--- src/hdl/tsrf_pkg.sv ---
package tsrf_pkg;

    // Belief precision and derived widths
    localparam int BELIEF_FRAC_BITS = 32;
    localparam int BELIEF_W         = BELIEF_FRAC_BITS;
    localparam int PROD_W           = BELIEF_FRAC_BITS + 16;
    localparam int PA_W             = BELIEF_FRAC_BITS + 1;
    localparam int PRED_W           = BELIEF_FRAC_BITS + 2;

    // Divider geometry
    localparam int DIV_W     = 64;
    localparam int DIV_CNT_W = 7;
    localparam logic [DIV_CNT_W-1:0] ZQ_STEPS = DIV_CNT_W'(49);
    localparam logic [DIV_CNT_W-1:0] U_STEPS  = DIV_CNT_W'(64);
    localparam logic [DIV_CNT_W-1:0] F_STEPS  = DIV_CNT_W'(BELIEF_FRAC_BITS);

    // Exp approximation constants (Q.16)
    localparam logic [16:0] LOG2E_Q16 = 17'd94548;
    localparam logic [16:0] EXP_C1    = 17'd45426;
    localparam logic [16:0] EXP_C2    = 17'd15743;
    localparam logic [16:0] EXP_C3    = 17'd3638;
    localparam logic [16:0] EXP_ONE   = 17'd65536;

    localparam logic [15:0] P_HALF    = 16'd32768;
    localparam logic [16:0] THR_RESET = 17'd32768;

    // Configuration register indexes
    localparam int CFG_IDX_W  = 3;
    localparam int CFG_DATA_W = 64;
    typedef enum logic [CFG_IDX_W-1:0] {
        CFG_TRANSITION = 3'd0,
        CFG_MEANS      = 3'd1,
        CFG_DEVIATIONS = 3'd2,
        CFG_THRESHOLD  = 3'd3,
        CFG_WARMUP     = 3'd4,
        CFG_INIT_PROBS = 3'd5
    } t_cfg_idx;

    typedef struct packed {
        logic [63:0] transition;
        logic [63:0] means;
        logic [63:0] deviations;
        logic [16:0] threshold;
        logic [15:0] warmup;
        logic [31:0] init_probs;
    } t_cfg;

    // Datapath operations issued by the controller
    typedef enum logic [4:0] {
        OP_NONE,
        OP_LATCH,
        OP_PRED_A,
        OP_PRED_B,
        OP_ZQ_START,
        OP_EXP_T,
        OP_EXP_Y,
        OP_H1,
        OP_H2,
        OP_H3,
        OP_EXP_E,
        OP_U_START,
        OP_U_CAP,
        OP_NORM,
        OP_ALPHA,
        OP_ALPHA_ADD,
        OP_ZSUM,
        OP_F_START,
        OP_FINISH,
        OP_RESTART
    } t_dp_op;

    typedef enum logic [4:0] {
        ST_IDLE,
        ST_RESTART,
        ST_PRED_A,
        ST_PRED_B,
        ST_ZQ_START,
        ST_ZQ_WAIT,
        ST_EXP_T,
        ST_EXP_Y,
        ST_H1,
        ST_H2,
        ST_H3,
        ST_EXP_E,
        ST_U_START,
        ST_U_WAIT,
        ST_U_CAP,
        ST_NORM,
        ST_ALPHA,
        ST_ALPHA_ADD,
        ST_ZSUM,
        ST_F_START,
        ST_F_WAIT,
        ST_FINISH
    } t_state;

    typedef struct packed {
        logic div_busy;
        logic norm_fits;
    } t_dp_status;

    typedef struct packed {
        logic                 start;
        logic [DIV_W-1:0]     rem_init;
        logic [DIV_W-1:0]     dividend;
        logic [DIV_W-1:0]     divisor;
        logic [DIV_CNT_W-1:0] steps;
    } t_div_cmd;

    typedef struct packed {
        logic [31:0] record_count;
        logic [31:0] change_count;
        logic        regime_changed;
        logic        regime_valid;
        logic        regime;
        logic [15:0] p_bull;
    } t_result;

endpackage

--- src/hdl/tsrf_ctrl.sv ---
// Sequencer: steps one record through the datapath
module tsrf_ctrl (
    input  logic                 i_clk,
    input  logic                 i_rst_n,
    input  logic                 i_in_valid,
    input  logic                 i_action,
    input  logic                 i_out_free,
    input  tsrf_pkg::t_dp_status i_status,
    output logic                 o_in_ready,
    output logic                 o_load,
    output tsrf_pkg::t_dp_op     o_op
);

    tsrf_pkg::t_state r_state;
    tsrf_pkg::t_state n_state;

    // State register
    always_ff @(posedge i_clk) begin
        if (!i_rst_n) begin
            r_state <= tsrf_pkg::ST_IDLE;
        end else begin
            r_state <= n_state;
        end
    end

    // Next state and commands
    always_comb begin
        n_state    = r_state;
        o_op       = tsrf_pkg::OP_NONE;
        o_load     = 1'b0;
        o_in_ready = 1'b0;
        case (r_state)
            tsrf_pkg::ST_IDLE: begin
                o_in_ready = 1'b1;
                if (i_in_valid) begin
                    o_op    = tsrf_pkg::OP_LATCH;
                    n_state = i_action ? tsrf_pkg::ST_RESTART : tsrf_pkg::ST_PRED_A;
                end
            end
            tsrf_pkg::ST_RESTART: begin
                if (i_out_free) begin
                    o_op    = tsrf_pkg::OP_RESTART;
                    o_load  = 1'b1;
                    n_state = tsrf_pkg::ST_IDLE;
                end
            end
            tsrf_pkg::ST_PRED_A: begin
                o_op    = tsrf_pkg::OP_PRED_A;
                n_state = tsrf_pkg::ST_PRED_B;
            end
            tsrf_pkg::ST_PRED_B: begin
                o_op    = tsrf_pkg::OP_PRED_B;
                n_state = tsrf_pkg::ST_ZQ_START;
            end
            tsrf_pkg::ST_ZQ_START: begin
                o_op    = tsrf_pkg::OP_ZQ_START;
                n_state = tsrf_pkg::ST_ZQ_WAIT;
            end
            tsrf_pkg::ST_ZQ_WAIT: begin
                if (!i_status.div_busy) begin
                    n_state = tsrf_pkg::ST_EXP_T;
                end
            end
            tsrf_pkg::ST_EXP_T: begin
                o_op    = tsrf_pkg::OP_EXP_T;
                n_state = tsrf_pkg::ST_EXP_Y;
            end
            tsrf_pkg::ST_EXP_Y: begin
                o_op    = tsrf_pkg::OP_EXP_Y;
                n_state = tsrf_pkg::ST_H1;
            end
            tsrf_pkg::ST_H1: begin
                o_op    = tsrf_pkg::OP_H1;
                n_state = tsrf_pkg::ST_H2;
            end
            tsrf_pkg::ST_H2: begin
                o_op    = tsrf_pkg::OP_H2;
                n_state = tsrf_pkg::ST_H3;
            end
            tsrf_pkg::ST_H3: begin
                o_op    = tsrf_pkg::OP_H3;
                n_state = tsrf_pkg::ST_EXP_E;
            end
            tsrf_pkg::ST_EXP_E: begin
                o_op    = tsrf_pkg::OP_EXP_E;
                n_state = tsrf_pkg::ST_U_START;
            end
            tsrf_pkg::ST_U_START: begin
                o_op    = tsrf_pkg::OP_U_START;
                n_state = tsrf_pkg::ST_U_WAIT;
            end
            tsrf_pkg::ST_U_WAIT: begin
                if (!i_status.div_busy) begin
                    n_state = tsrf_pkg::ST_U_CAP;
                end
            end
            tsrf_pkg::ST_U_CAP: begin
                o_op    = tsrf_pkg::OP_U_CAP;
                n_state = tsrf_pkg::ST_NORM;
            end
            tsrf_pkg::ST_NORM: begin
                if (i_status.norm_fits) begin
                    n_state = tsrf_pkg::ST_ALPHA;
                end else begin
                    o_op = tsrf_pkg::OP_NORM;
                end
            end
            tsrf_pkg::ST_ALPHA: begin
                o_op    = tsrf_pkg::OP_ALPHA;
                n_state = tsrf_pkg::ST_ALPHA_ADD;
            end
            tsrf_pkg::ST_ALPHA_ADD: begin
                o_op    = tsrf_pkg::OP_ALPHA_ADD;
                n_state = tsrf_pkg::ST_ZSUM;
            end
            tsrf_pkg::ST_ZSUM: begin
                o_op    = tsrf_pkg::OP_ZSUM;
                n_state = tsrf_pkg::ST_F_START;
            end
            tsrf_pkg::ST_F_START: begin
                o_op    = tsrf_pkg::OP_F_START;
                n_state = tsrf_pkg::ST_F_WAIT;
            end
            tsrf_pkg::ST_F_WAIT: begin
                if (!i_status.div_busy) begin
                    n_state = tsrf_pkg::ST_FINISH;
                end
            end
            tsrf_pkg::ST_FINISH: begin
                if (i_out_free) begin
                    o_op    = tsrf_pkg::OP_FINISH;
                    o_load  = 1'b1;
                    n_state = tsrf_pkg::ST_IDLE;
                end
            end
            default: begin
                n_state = tsrf_pkg::ST_IDLE;
            end
        endcase
    end

    // A result is only produced by a finish or restart step
    a_load_op: assert property (@(posedge i_clk) disable iff (!i_rst_n)
        o_load |-> (o_op == tsrf_pkg::OP_FINISH || o_op == tsrf_pkg::OP_RESTART))
        else $error("result load without finishing step");

endmodule

--- config.mk ---
export PLATFORM = sky130hd
export DESIGN_NAME = tsrf_ctrl
export DESIGN_NICKNAME = d
export VERILOG_FILES = /design/src/hdl/tsrf_pkg.sv /design/src/hdl/tsrf_ctrl.sv
export SDC_FILE = /design/constraint.sdc
export NUM_CORES = 1
export LEC_CHECK = 0
export ABC_AREA = 1
export BUFFER_PORTS_ARGS = -buffer_cell sky130_fd_sc_hd__buf_2
export CORE_AREA = 5 5 42 44
export CTS_CLUSTER_SIZE = 10
export DETAILED_ROUTE_END_ITERATION = 10
export DIE_AREA = 0 0 47 49
export HOLD_SLACK_MARGIN = 0.1
export PLACE_DENSITY = 0.74
export SLEW_MARGIN = 25
export SYNTH_ARGS = -nofsm -noshare
export SYNTH_HDL_FRONTEND = slang
export SYNTH_SLANG_ARGS = --single-unit
--- constraint.sdc ---
create_clock -name i_clk -period 1.4 [get_ports i_clk]
set_input_delay 0.07 -clock i_clk [delete_from_list [all_inputs] [get_ports i_clk]]
set_output_delay 0.07 -clock i_clk [all_outputs]
set_load 0.01 [all_outputs]
* Yosys cells after proc, flatten, opt, wreduce, memory -nomap -nowiden
Cells that the tools add are included.
** Word-level totals
- Register bits :: 5
- Output and inout port bits :: 7
- Logic and storage cells :: 47
** Cells by class
- Reductions and logical operators :: 3
- Multiplexer cells :: 16
- Equal/unequal tests :: 27
** Operators with widths (count)
- $pmux 5 s21 :: 1
- $pmux 5 s19 :: 1
- $eq 5x4->1 const B :: 8
- $mux 5 :: 8
- $eq 5x5->1 const B :: 6
- $eq 5x3->1 const B :: 4
- $eq 5x2->1 const B :: 2
- $ne 2x2->1 const B :: 5
- $reduce_and 6->1 :: 1
- $eq 5x1->1 const B :: 1
- $logic_not 5->1 :: 1
- $mux 1 :: 4
- $mux 4 :: 1
- $mux 2 :: 1
- $ne 2x1->1 const B :: 1
- $reduce_or 2->1 :: 1

* Logic depth before layout (Yosys ltp)
Gate-level depths: netlist of run 1.
- Depth after elaboration :: 4
- Depth in mapped cells :: 9
- Mapped depth without buffers :: 9

* Worst setup path before layout of run 1
Ideal clock, no wire load.
- Path type :: reg2reg
- From :: reg r_state[2]
- To :: reg r_state[0]
- Path slack :: 0.197 ns
- Clock period less this slack :: 1.203 ns
- Data required time :: 1.330 ns
- Library setup time :: 0.070 ns
- Stages on the path, launching flop included :: 8
- Arrival time :: 1.133 ns
- Path buffers :: 0
- Cells stage by stage :: dfxtp_1 nor2_2 inv_1 nor2_2 nand2_1 nand3_1 nand2_1 a21oi_1
** Between the ends
- Cells in the longest elaborated chain, start to end :: 4
** Ends and longest elaborated chain
- start, declared :: RTL line tsrf_ctrl.sv:14 : tsrf_pkg::t_state r_state;
- start signal, assigned :: RTL line tsrf_ctrl.sv:20 : r_state <= tsrf_pkg::ST_IDLE;
- start signal, assigned :: RTL line tsrf_ctrl.sv:22 : r_state <= n_state;
- $eq 5x5->1 or $eq 5x1->1 (tied branches) :: RTL line tsrf_ctrl.sv:32 : case (r_state)
- $reduce_or 2->1 (no source line)
- $ne 2x1->1 (no source line)
- $reduce_and 6->1 (no source line)
Several ways; a longest one is shown, not always the timed one.
A chain may end at the register's enable or synchronous reset.

* Worst setup path in the final report of run 1
- From :: reg r_state[2]
- To :: out o_op[3]
** Between the ends
- Cells in the longest elaborated chain, start to end :: 2
** Ends and longest elaborated chain
- $eq 5x5->1, or another cell as far along :: RTL line tsrf_ctrl.sv:32
- $pmux 5 s19 * :: RTL line tsrf_ctrl.sv:32
- end, declared :: RTL line tsrf_ctrl.sv:11 : output tsrf_pkg::t_dp_op o_op
Mark *: on every way between the ends. The rest lies on a longest branch, timed or not.

==> impl_metrics.yaml, run 1 <==
cells_and_area:
  mostFrequentLayoutCell: "nand2_1"
  reg_top3: "r_state (5)"
  regMostFlops: "r_state"
  mostFrequentLayoutCells: "31 x nand2_1, 14 x buf_2, 13 x inv_1, 13 x nor2_1, 12 x nand2_2"
  drive_gt1_share_pct: 47.71
  fin_nets: 161
  largest_reg_flops: 5
  fillers: 119
  areaGrowthSynthToFinish_pct: 56.63
  antenna_cells: 0
power_and_ir_drop:
  p_per_area_nw_per_um2: 2043
  cellLeakagePower_nw: 0.5454
  switching_share_pct: 53.14
  pwr-share-comb_pct: 75.2
  seqPwrFrac_pct: 16.6
  ir_drop_mv: 1.208
  power_mw: 2.022
  p_int_mw: 0.9474
  switchingPower_mw: 1.075
  pwr-share-clk_pct: 8.2
floorplanning:
  start_util_pct: 45.09
  rows: 14
  ios: 14
  core_sq_um: 1401
  die_y_um: 49
  die_area_sq_um: 2303
  dieWidth_um: 47
run_status:
  status: "complete, but fails checks"
  failed_checks: "setup timing"
synth:
  synth-async-reset-ratio_pct: 0
  netlist_area_sq_um: 631.9
  synth_edf_count: 0
  synth-main-ff-cell: "dfxtp_1"
  yosys_register_bits: 5
  synth_cell_types: 18
  postSynthCellCount: 124
  synth_nets: 131
  ys_seq_area_share_pct: 15.84
  yosysWarnings: 0
  avgSynthCellArea_sq_um: 5.096
routing:
  routed-via-count: 939
  routed_wl_um: 2258
  routed.top_layer: "met4"
  drtPass1Iterations: 4
  ant_nets: 0
  drc: 0
  viasPerCell: 5.556
  dr_wl_met2_um: 1133
  drt-met1-wl_um: 878
  first_iter_violations: 38
  met3_length_um: 203
  wl_per_cell_um: 13.36
critical_path:
  crit_required_ns: 1.33
  endpoint: "o_op[3]"
  crit_top_cell: "nor2_4"
  crit_chain: "nor2_4 -> nand2_2 -> nor2_4 -> inv_2 -> nand2_4 -> nor2_4 -> nand2_1 -> buf_2"
  r2r_slack_ns: -0.03
  crit_arrival_ns: 1.46
  path_depth: 8
  cp_max_fo: 6
  startpoint_type: "flop"
  timing.rr.start: "r_state[2]$_SDFFE_PN0P_"
  r2r-end: "r_state[0]$_SDFFE_PN0P_"
  crit_path_end_kind: "output port"
  crit_start: "r_state[2]$_SDFFE_PN0P_"
  path_delay_family: "simple AND/OR/NAND/NOR gates"
  path_buf_inv: 2
  path_class: "reg -> out"
  slowest_delay_ns: 0.38
  r2r_cells: 9
  crit_slowest_cell: "dfxtp_4"
clock_network:
  h-tree-depth: 1
  path_clk_slew_ns: 0.04
  clock_sinks: 5
  cts_buffers: 3
  cts_buffer_depth: 2
  insertion_delay_ns: 0.24
  cts_tree: "done"
  root_buffer: "clkbuf_4"
sta:
  fin_crit_ns: 1.532
  final-setup-viol-count: 7
  fin_crit_sh_pct: 109.4
  tightest_slew_ns: 0.2336
  rsz0062_at_grt: "yes"
  relSlewSlack_pct: 84.43
  hold_viol_final: 0
  fmax_ghz: 0.6529
  drv_slew: 0
  fin_ws_ns: -0.1315
  setup_tns_ns: -0.5666
  skew_ns: 0.0005126
global_route:
  grt_overflow: 0
  grt_pass1_wl_um: 3463
  grt_max_degree: 11
  antenna_found_initial: 0
  grt_pass1_vias: 848
  grt_usage_pct: 19.85
placement:
  hpwl_um: 1415
  gp_routability_congestion: 0.9363
  port_buffers: 13
hold_path:
  hold_class: "in -> reg"
run:
  max_cap_viol_count: 0
==> Yosys cell counts, types with 2 or more instances <==
master	n	area (sq um)
inv_1	18	67.56
nand4_1	4	25.02
nand2_2	2	12.51
nand2_1	43	161.4
dfxtp_1	5	100.1
nor2_1	20	75.07
nand3_1	10	50.05
o21ai_0	2	10.01
a21oi_1	6	30.03
nor2_2	5	31.28
nand3_2	2	20.02
==> metrics by stage <==
step	setup slack, ns	cell area (sq um)	util [%]	hold slack [ns]	cells
after CTS	-0.06093	888.4	63.39	0.1386	165
after detailed placement	0.02107	734.5	52.41	0.3326	155
after global placement	0.01976	734.5	52.41	0.3334	155
final	-0.1315	989.7	70.63	0.1768	169
after floorplan	0.1968	631.9	-	0.1958	124
after global routing	-0.2476	989.7	70.63	0.1841	169
==> worst min-delay path: cells and delay by family <==
family,cells,cell delay (ns)
AO/OA/AOI/OAI,1,0.08
buffers and inverters,2,0.10
AND/OR/NAND/NOR,1,0.12
==> power groups by stage <==
stage / registers, mW / clock network (mW) / logic (mW)
final: 0.335 / 0.166 / 1.52
after global routing: 0.344 / 0.190 / 1.66
after CTS: 0.309 / 0.174 / 1.32
after detailed placement: 0.257 / 0 / 1.10
after global placement: 0.252 / 0 / 1.09
after floorplan: 0.243 / 0 / 0.793
==> what timing repair did <==
action / in CTS / in global routing
endpoints found under the setup margin: 6 / 12
pin swaps: 8 / 11
cloned: 0 / 1
gates resized for setup: 32 / 21
buffers inserted: 5 / 3
hold buffers: 1 / 0
endpoints found under the hold margin: 2 / 0
==> metal layers <==
| layer | global-route usage, % | vias to the layer above |
|---|---|---|
| li1 | - | 450 |
| met1 | 25.88 | 430 |
| met2 | 30.54 | 53 |
| met3 | 2.583 | 6 |
| met4 | 10.14 | 0 |
| met5 | 0 | - |
==> kinds of logic after synthesis <==
| group | count (synthesis) | share of synthesized area, % |
|---|---|---|
| flip-flops | 5 | 15.84 |
| buffers and inverters | 20 | 12.08 |
| AO/OA/AOI/OAI | 9 | 7.525 |
| AND/OR/NAND/NOR | 90 | 64.55 |
==> final cells by class <==
type	instances	area (sq um)	area share, %
sequential	5	116.4	11.76
clock buffer	4	26.28	2.655
inverter	19	76.32	7.712
multi-input combinational	99	584.3	59.04
tap	16	20.02	2.023
timing repair buffer	26	166.4	16.81
==> worst min-delay path by stage <==
stage                      startpoint                      end  slack [ns]  depth (start not counted)
final                     i_status[0]  r_state[1]$_SDFFE_PN0P_        0.18                          4
after global routing      i_status[0]  r_state[1]$_SDFFE_PN0P_        0.18                          4
after CTS                 i_status[0]  r_state[1]$_SDFFE_PN0P_        0.14                          4
after detailed placement      i_rst_n  r_state[4]$_SDFFE_PN0P_        0.33                          3
after global placement        i_rst_n  r_state[2]$_SDFFE_PN0P_        0.33                          3
after floorplan               i_rst_n  r_state[2]$_SDFFE_PN0P_        0.20                          2
(Power assumes the default switching activity.)
==> inputs of run 2 (changes only) <==
Settings changed: BUFFER_PORTS_ARGS -buffer_cell sky130_fd_sc_hd__buf_2 to default, CORE_AREA 5 5 42 44 to 2 2 39 41, DIE_AREA 0 0 47 49 to 0 0 41 43, DONT_BUFFER_PORTS from default to 1, PLACE_DENSITY 0.74 to 0.65, TNS_END_PERCENT from default to 100.
==> run 2 against run 1 <==
Net effect:
- the run still ends with setup timing left
- sequential share of layout area shrank 0.13 points
- clock power hardly changed
- hold slack got worse by 0.060 ns
- total power rose by 9.2%
- combinational power is 12% higher
- die area is 23% lower
- first-iteration DRC count up 34%
- largest power group unchanged
- via count shrank 5.9%
- final area stayed put
==> impl_metrics.yaml, run 2 (synthesis results as in run 1) <==
sta:
  tightest_slew_ns: 0.2242
  fin_ws_ns: -0.05427
  holdWs_ns: 0.1167
  fin_crit_sh_pct: 103.9
  hold_viol_final: 0
  fin_crit_ns: 1.454
  drv_slew: 0
  final-setup-viol-count: 3
  rsz0062_at_grt: "yes"
  relSlewSlack_pct: 84.99
  fmax_ghz: 0.6876
  skew_ns: 0.0008015
floorplanning:
  start_util_pct: 45.66
  rows: 14
  ios: 14
  die_area_sq_um: 1763
  die_y_um: 43
  core_sq_um: 1384
  dieWidth_um: 41
clock_network:
  root_buffer: "clkbuf_4"
  path_clk_slew_ns: 0.04
  insertion_delay_ns: 0.24
  cts_tree: "done"
  cts_buffer_depth: 2
  clock_sinks: 5
  h-tree-depth: 1
  cts_buffers: 3
routing:
  ant_nets: 0
  wl_per_cell_um: 14.49
  routed-via-count: 884
  first_iter_violations: 51
  routed_wl_um: 2261
  drc: 0
  viasPerCell: 5.667
  drtPass1Iterations: 4
cells_and_area:
  reg_top3: "r_state (5)"
  antenna_cells: 0
  regMostFlops: "r_state"
  mostFrequentLayoutCell: "nand2_1"
  areaGrowthSynthToFinish_pct: 56.63
  drive_gt1_share_pct: 48.57
  largest_reg_flops: 5
  mostFrequentLayoutCells: "27 x nand2_1, 14 x nand2_2, 12 x nor2_1"
  stdcell_count: 156
  fin_nets: 148
  final_area_sq_um: 989.7
critical_path:
  path_class: "reg -> out"
  r2r-end: "r_state[1]$_SDFFE_PN0P_"
  crit_chain: "inv_4 -> nand2_4 -> inv_4 -> nand2_4 -> nor2_4 -> nor4b_4 -> nand3_2"
  startpoint_type: "flop"
  timing.rr.start: "r_state[2]$_SDFFE_PN0P_"
  slowest_delay_ns: 0.41
  crit_path_end_kind: "output port"
  crit_slowest_cell: "dfxtp_4"
  path_buf_inv: 2
  path_delay_family: "simple AND/OR/NAND/NOR gates"
  r2r_cells: 8
  cp_max_fo: 5
  r2r_slack_ns: 0.03
  crit_required_ns: 1.33
  crit_arrival_ns: 1.38
global_route:
  grt_usage_pct: 24.92
  antenna_found_initial: 0
  grt_pass1_wl_um: 3091
  grt_overflow: 0
  grt_max_degree: 11
  grt_pass1_vias: 762
power_and_ir_drop:
  cellLeakagePower_nw: 0.5228
  ir_drop_mv: 1.135
  power_mw: 2.207
  p_per_area_nw_per_um2: 2230
hold_path:
  min-delay-start: "i_action"
  holdPathEnd: "r_state[0]$_SDFFE_PN0P_"
  hold_class: "in -> reg"
  holdPathStages: 4
placement:
  placed_area_sq_um: 676.9
  placed_cells: 143
  hpwl_um: 1363
  port_buffers: 0
  gp_routability_congestion: 0.9719
run_status:
  failed_checks: "setup timing"
  status: "complete, but fails checks"
run:
  max_cap_viol_count: 0
run 2: cell types whose count changed in the layout (fill, tap and decap cells not counted), sizes merged:
cell | previous run | this run
buf | 25 | 11
dlygate4sd3 | 1 | 2
run 2: metal layers:
layer	vias to the layer above	wire length (um)	global-route usage [%]
met2	37	1157	37.50
met5	-	0	0
li1	426	-	-
met3	2	121	5.236
met1	419	961	32.90
met4	0	21	10.67
run 2: what timing repair did:
action,CTS,global route
hold buffers,2,0
hold endpoints to repair,5,0
setup buffers,3,4
pin swaps,5,18
setup endpoints to repair,6,12
gates resized for setup,21,47
run 2: worst max path at each step:
stage                       startpoint                       to  slack [ns]  cells past startpoint
2_1_floorplan  r_state[2]$_SDFFE_PN0P_  r_state[0]$_SDFFE_PN0P_        0.20                      7
3_3_place_gp   r_state[0]$_SDFFE_PN0P_                  o_op[1]        0.01                      7
3_5_place_dp   r_state[2]$_SDFFE_PN0P_  r_state[1]$_SDFFE_PN0P_        0.03                      7
4_1_cts        r_state[0]$_SDFFE_PN0P_                  o_op[1]       -0.02                      7
5_1_grt        r_state[2]$_SDFFE_PN0P_                  o_op[0]       -0.09                      7
6_report       r_state[0]$_SDFFE_PN0P_                  o_op[1]       -0.05                      7
run 2: report_power, final:
group / switching [mW] / total [mW] / leakage [nW] / internal (mW)
clock network: 0.0596 / 0.167 / 0.0150 / 0.108
registers: 0.119 / 0.333 / 0.0438 / 0.214
logic: 1.01 / 1.71 / 0.464 / 0.699
run 2: through the flow:
step | TNS, ns | setup slack (ns) | utilization [%]
5_1_grt | -0.3883 | -0.09244 | 71.52
2_1_floorplan | 0 | 0.1968 | -
6_report | -0.09698 | -0.05427 | 71.52
4_1_cts | -0.03887 | -0.01731 | 57.69
3_5_place_dp | 0 | 0.03453 | 48.92
3_3_place_gp | 0 | 0.009801 | 48.92
run 2: layout make-up:
type,instances,area (sq um)
flip-flops and latches,5,115.1
clock buffers,4,26.28
inverters,19,78.83
multi-input cells,99,619.3
fillers,117,394.1
repair buffers,13,130.1
well taps,16,20.02
run 2: tightest hold or removal path, cell delays in order:
cell and delay [ns]:
nand2_2 0.05, nand3_2 0.08, nand2_1 0.06, a21oi_1 0.05
==> inputs of run 3 (changes only) <==
Settings changed: GPL_TIMING_DRIVEN from default to 0.
==> run 3 against run 2 <==
Net effect:
- the run still ends with setup timing left
- routed wire length is 1.6% lower
- sequential power hardly changed
- first-iteration DRC count is 20% higher
- total power is 2.9% lower
- die area stayed put
- cell count is 0.64% higher
- utilization is 1.2 points higher
- final area is 1.6% higher
- sequential cell count stayed put
- combinational power is 4% lower
- clock skew is 0.0032 ns higher
==> impl_metrics.yaml, run 3 (synthesis results as in run 1) <==
global_route:
  grt_overflow: 0
  antenna_found_initial: 0
  grt_usage_pct: 24.45
  grt_max_degree: 11
  grt_pass1_vias: 777
  grt_pass1_wl_um: 3042
power_and_ir_drop:
  switching_share_pct: 53.29
  p_per_area_nw_per_um2: 2132
  pwr-share-clk_pct: 7.8
  seqPwrFrac_pct: 15.4
  pwr-share-comb_pct: 76.7
  switchingPower_mw: 1.143
  ir_drop_mv: 1.172
  p_int_mw: 1.002
  cellLeakagePower_nw: 0.5121
clock_network:
  root_buffer: "clkbuf_4"
  insertion_delay_ns: 0.25
  path_clk_slew_ns: 0.04
  h-tree-depth: 1
  clock_sinks: 5
  cts_buffer_depth: 2
  cts_buffers: 3
  cts_tree: "done"
cells_and_area:
  area.sequential_sq_um: 118.9
  mostFrequentLayoutCell: "nand2_1"
  final_area_sq_um: 1006
  largest_reg_flops: 5
  multi_input_area_sq_um: 616.8
  antenna_cells: 0
  mostFrequentLayoutCells: "29 x nand2_1, 14 x nand2_2, 12 x inv_1"
  drive_gt1_share_pct: 49.65
  fin_nets: 149
  regMostFlops: "r_state"
  fillers: 104
  reg_top3: "r_state (5)"
  areaGrowthSynthToFinish_pct: 59.21
sta:
  fin_crit_sh_pct: 108.0
  rsz0062_at_grt: "yes"
  tightest_slew_ns: 0.2791
  fmax_ghz: 0.6612
  setup_tns_ns: -0.2488
  relSlewSlack_pct: 81.35
  skew_ns: 0.003973
  drv_slew: 0
  fin_crit_ns: 1.512
  final-setup-viol-count: 6
  hold_viol_final: 0
  fin_ws_ns: -0.1124
routing:
  drc: 0
  wl_per_cell_um: 14.17
  viasPerCell: 5.522
  routed_wl_um: 2224
  routed-via-count: 867
  drtPass1Iterations: 4
  first_iter_violations: 61
  ant_nets: 0
placement:
  port_buffers: 0
  gp_routability_congestion: 0.9033
  hpwl_um: 1380
  placed_area_sq_um: 651.9
critical_path:
  slowest_delay_ns: 0.39
  crit_arrival_ns: 1.44
  startpoint_type: "flop"
  crit_slowest_cell: "dfxtp_4"
  crit_chain: "inv_1 -> nand2_1 -> nor2_4 -> nor4b_2 -> nand3_2"
  cp_max_fo: 5
  path_class: "reg -> out"
  crit_path_end_kind: "output port"
  r2r_slack_ns: -0.02
  crit_required_ns: 1.33
floorplanning:
  dieWidth_um: 41
  die_y_um: 43
  core_sq_um: 1384
  die_area_sq_um: 1763
  rows: 14
  ios: 14
  start_util_pct: 45.66
run:
  max_cap_viol_count: 0
run_status:
  status: "complete, but fails checks"
  failed_checks: "setup timing"
hold_path:
  hold_class: "in -> reg"
==> run 3: changes by cell type in the layout (fill, tap and decap cells not counted), sizes merged <==
cell / before / now
clkbuf: 4 / 5
==> run 3: final cells by class <==
cell class / count / share of cell area, %
buffer: 1 / 1.493
tap: 16 / 1.990
multi-input combinational: 99 / 61.32
inverter: 19 / 7.338
timing repair buffer: 13 / 13.43
sequential: 5 / 11.82
clock buffer: 4 / 2.612
==> run 3: final timing paths <==
path                                              start                 endpoint  depth (start not counted)
worst min register to register  r_state[0]$_SDFFE_PN0P_  r_state[0]$_SDFFE_PN0P_                          2
worst max register to register  r_state[2]$_SDFFE_PN0P_  r_state[2]$_SDFFE_PN0P_                          8
worst max-delay path            r_state[1]$_SDFFE_PN0P_                  o_op[1]                          5
worst min-delay path                           i_action  r_state[0]$_SDFFE_PN0P_                          4
==> run 3: worst max-delay path: cells and delay by family (launching register included) <==
kind / cells / cell delay [ns]
simple gates: 4 / 0.72
flops: 1 / 0.39
buf+inv: 1 / 0.08
==> run 3: stage by stage <==
| step | utilization, % | instances | hold WS (ns) | setup slack, ns | power (mW) |
|---|---|---|---|---|---|
| detailed placement | 47.11 | 140 | 0.1998 | -0.02121 | 1.238 |
| global route | 72.69 | 157 | 0.1599 | -0.1335 | 2.268 |
| finish | 72.69 | 157 | 0.1311 | -0.1124 | 2.144 |
| floorplan | - | 124 | 0.1958 | 0.1968 | 1.036 |
| CTS | 59.49 | 153 | 0.1308 | -0.04098 | 1.686 |
| global placement | 47.11 | 140 | 0.2007 | -0.009508 | 1.212 |
==> run 3: metal layers <==
layer | routed length (um) | part of all wire [%] | global-route usage [%]
met1 | 904 | 41 | 31.07
met4 | 38 | 1.7 | 6.000
met2 | 1101 | 50 | 39.38
met5 | 0 | 0 | 0
met3 | 179 | 8.0 | 6.283
==> run 3: power by group through the flow <==
stage	logic (mW)	registers, mW	clock network (mW)
2_1_floorplan	0.793	0.243	0
3_5_place_dp	0.979	0.259	0
5_1_grt	1.76	0.331	0.173
4_1_cts	1.23	0.289	0.172
3_3_place_gp	0.954	0.258	0
6_report	1.65	0.331	0.168
==> run 3: repair_timing <==
item	CTS	global route
cloned	0	1
resized for setup	27	43
endpoints found under the setup margin	7	11
setup buffers	7	4
hold buffers	2	0
pin swaps	8	18
hold endpoints to repair	5	0
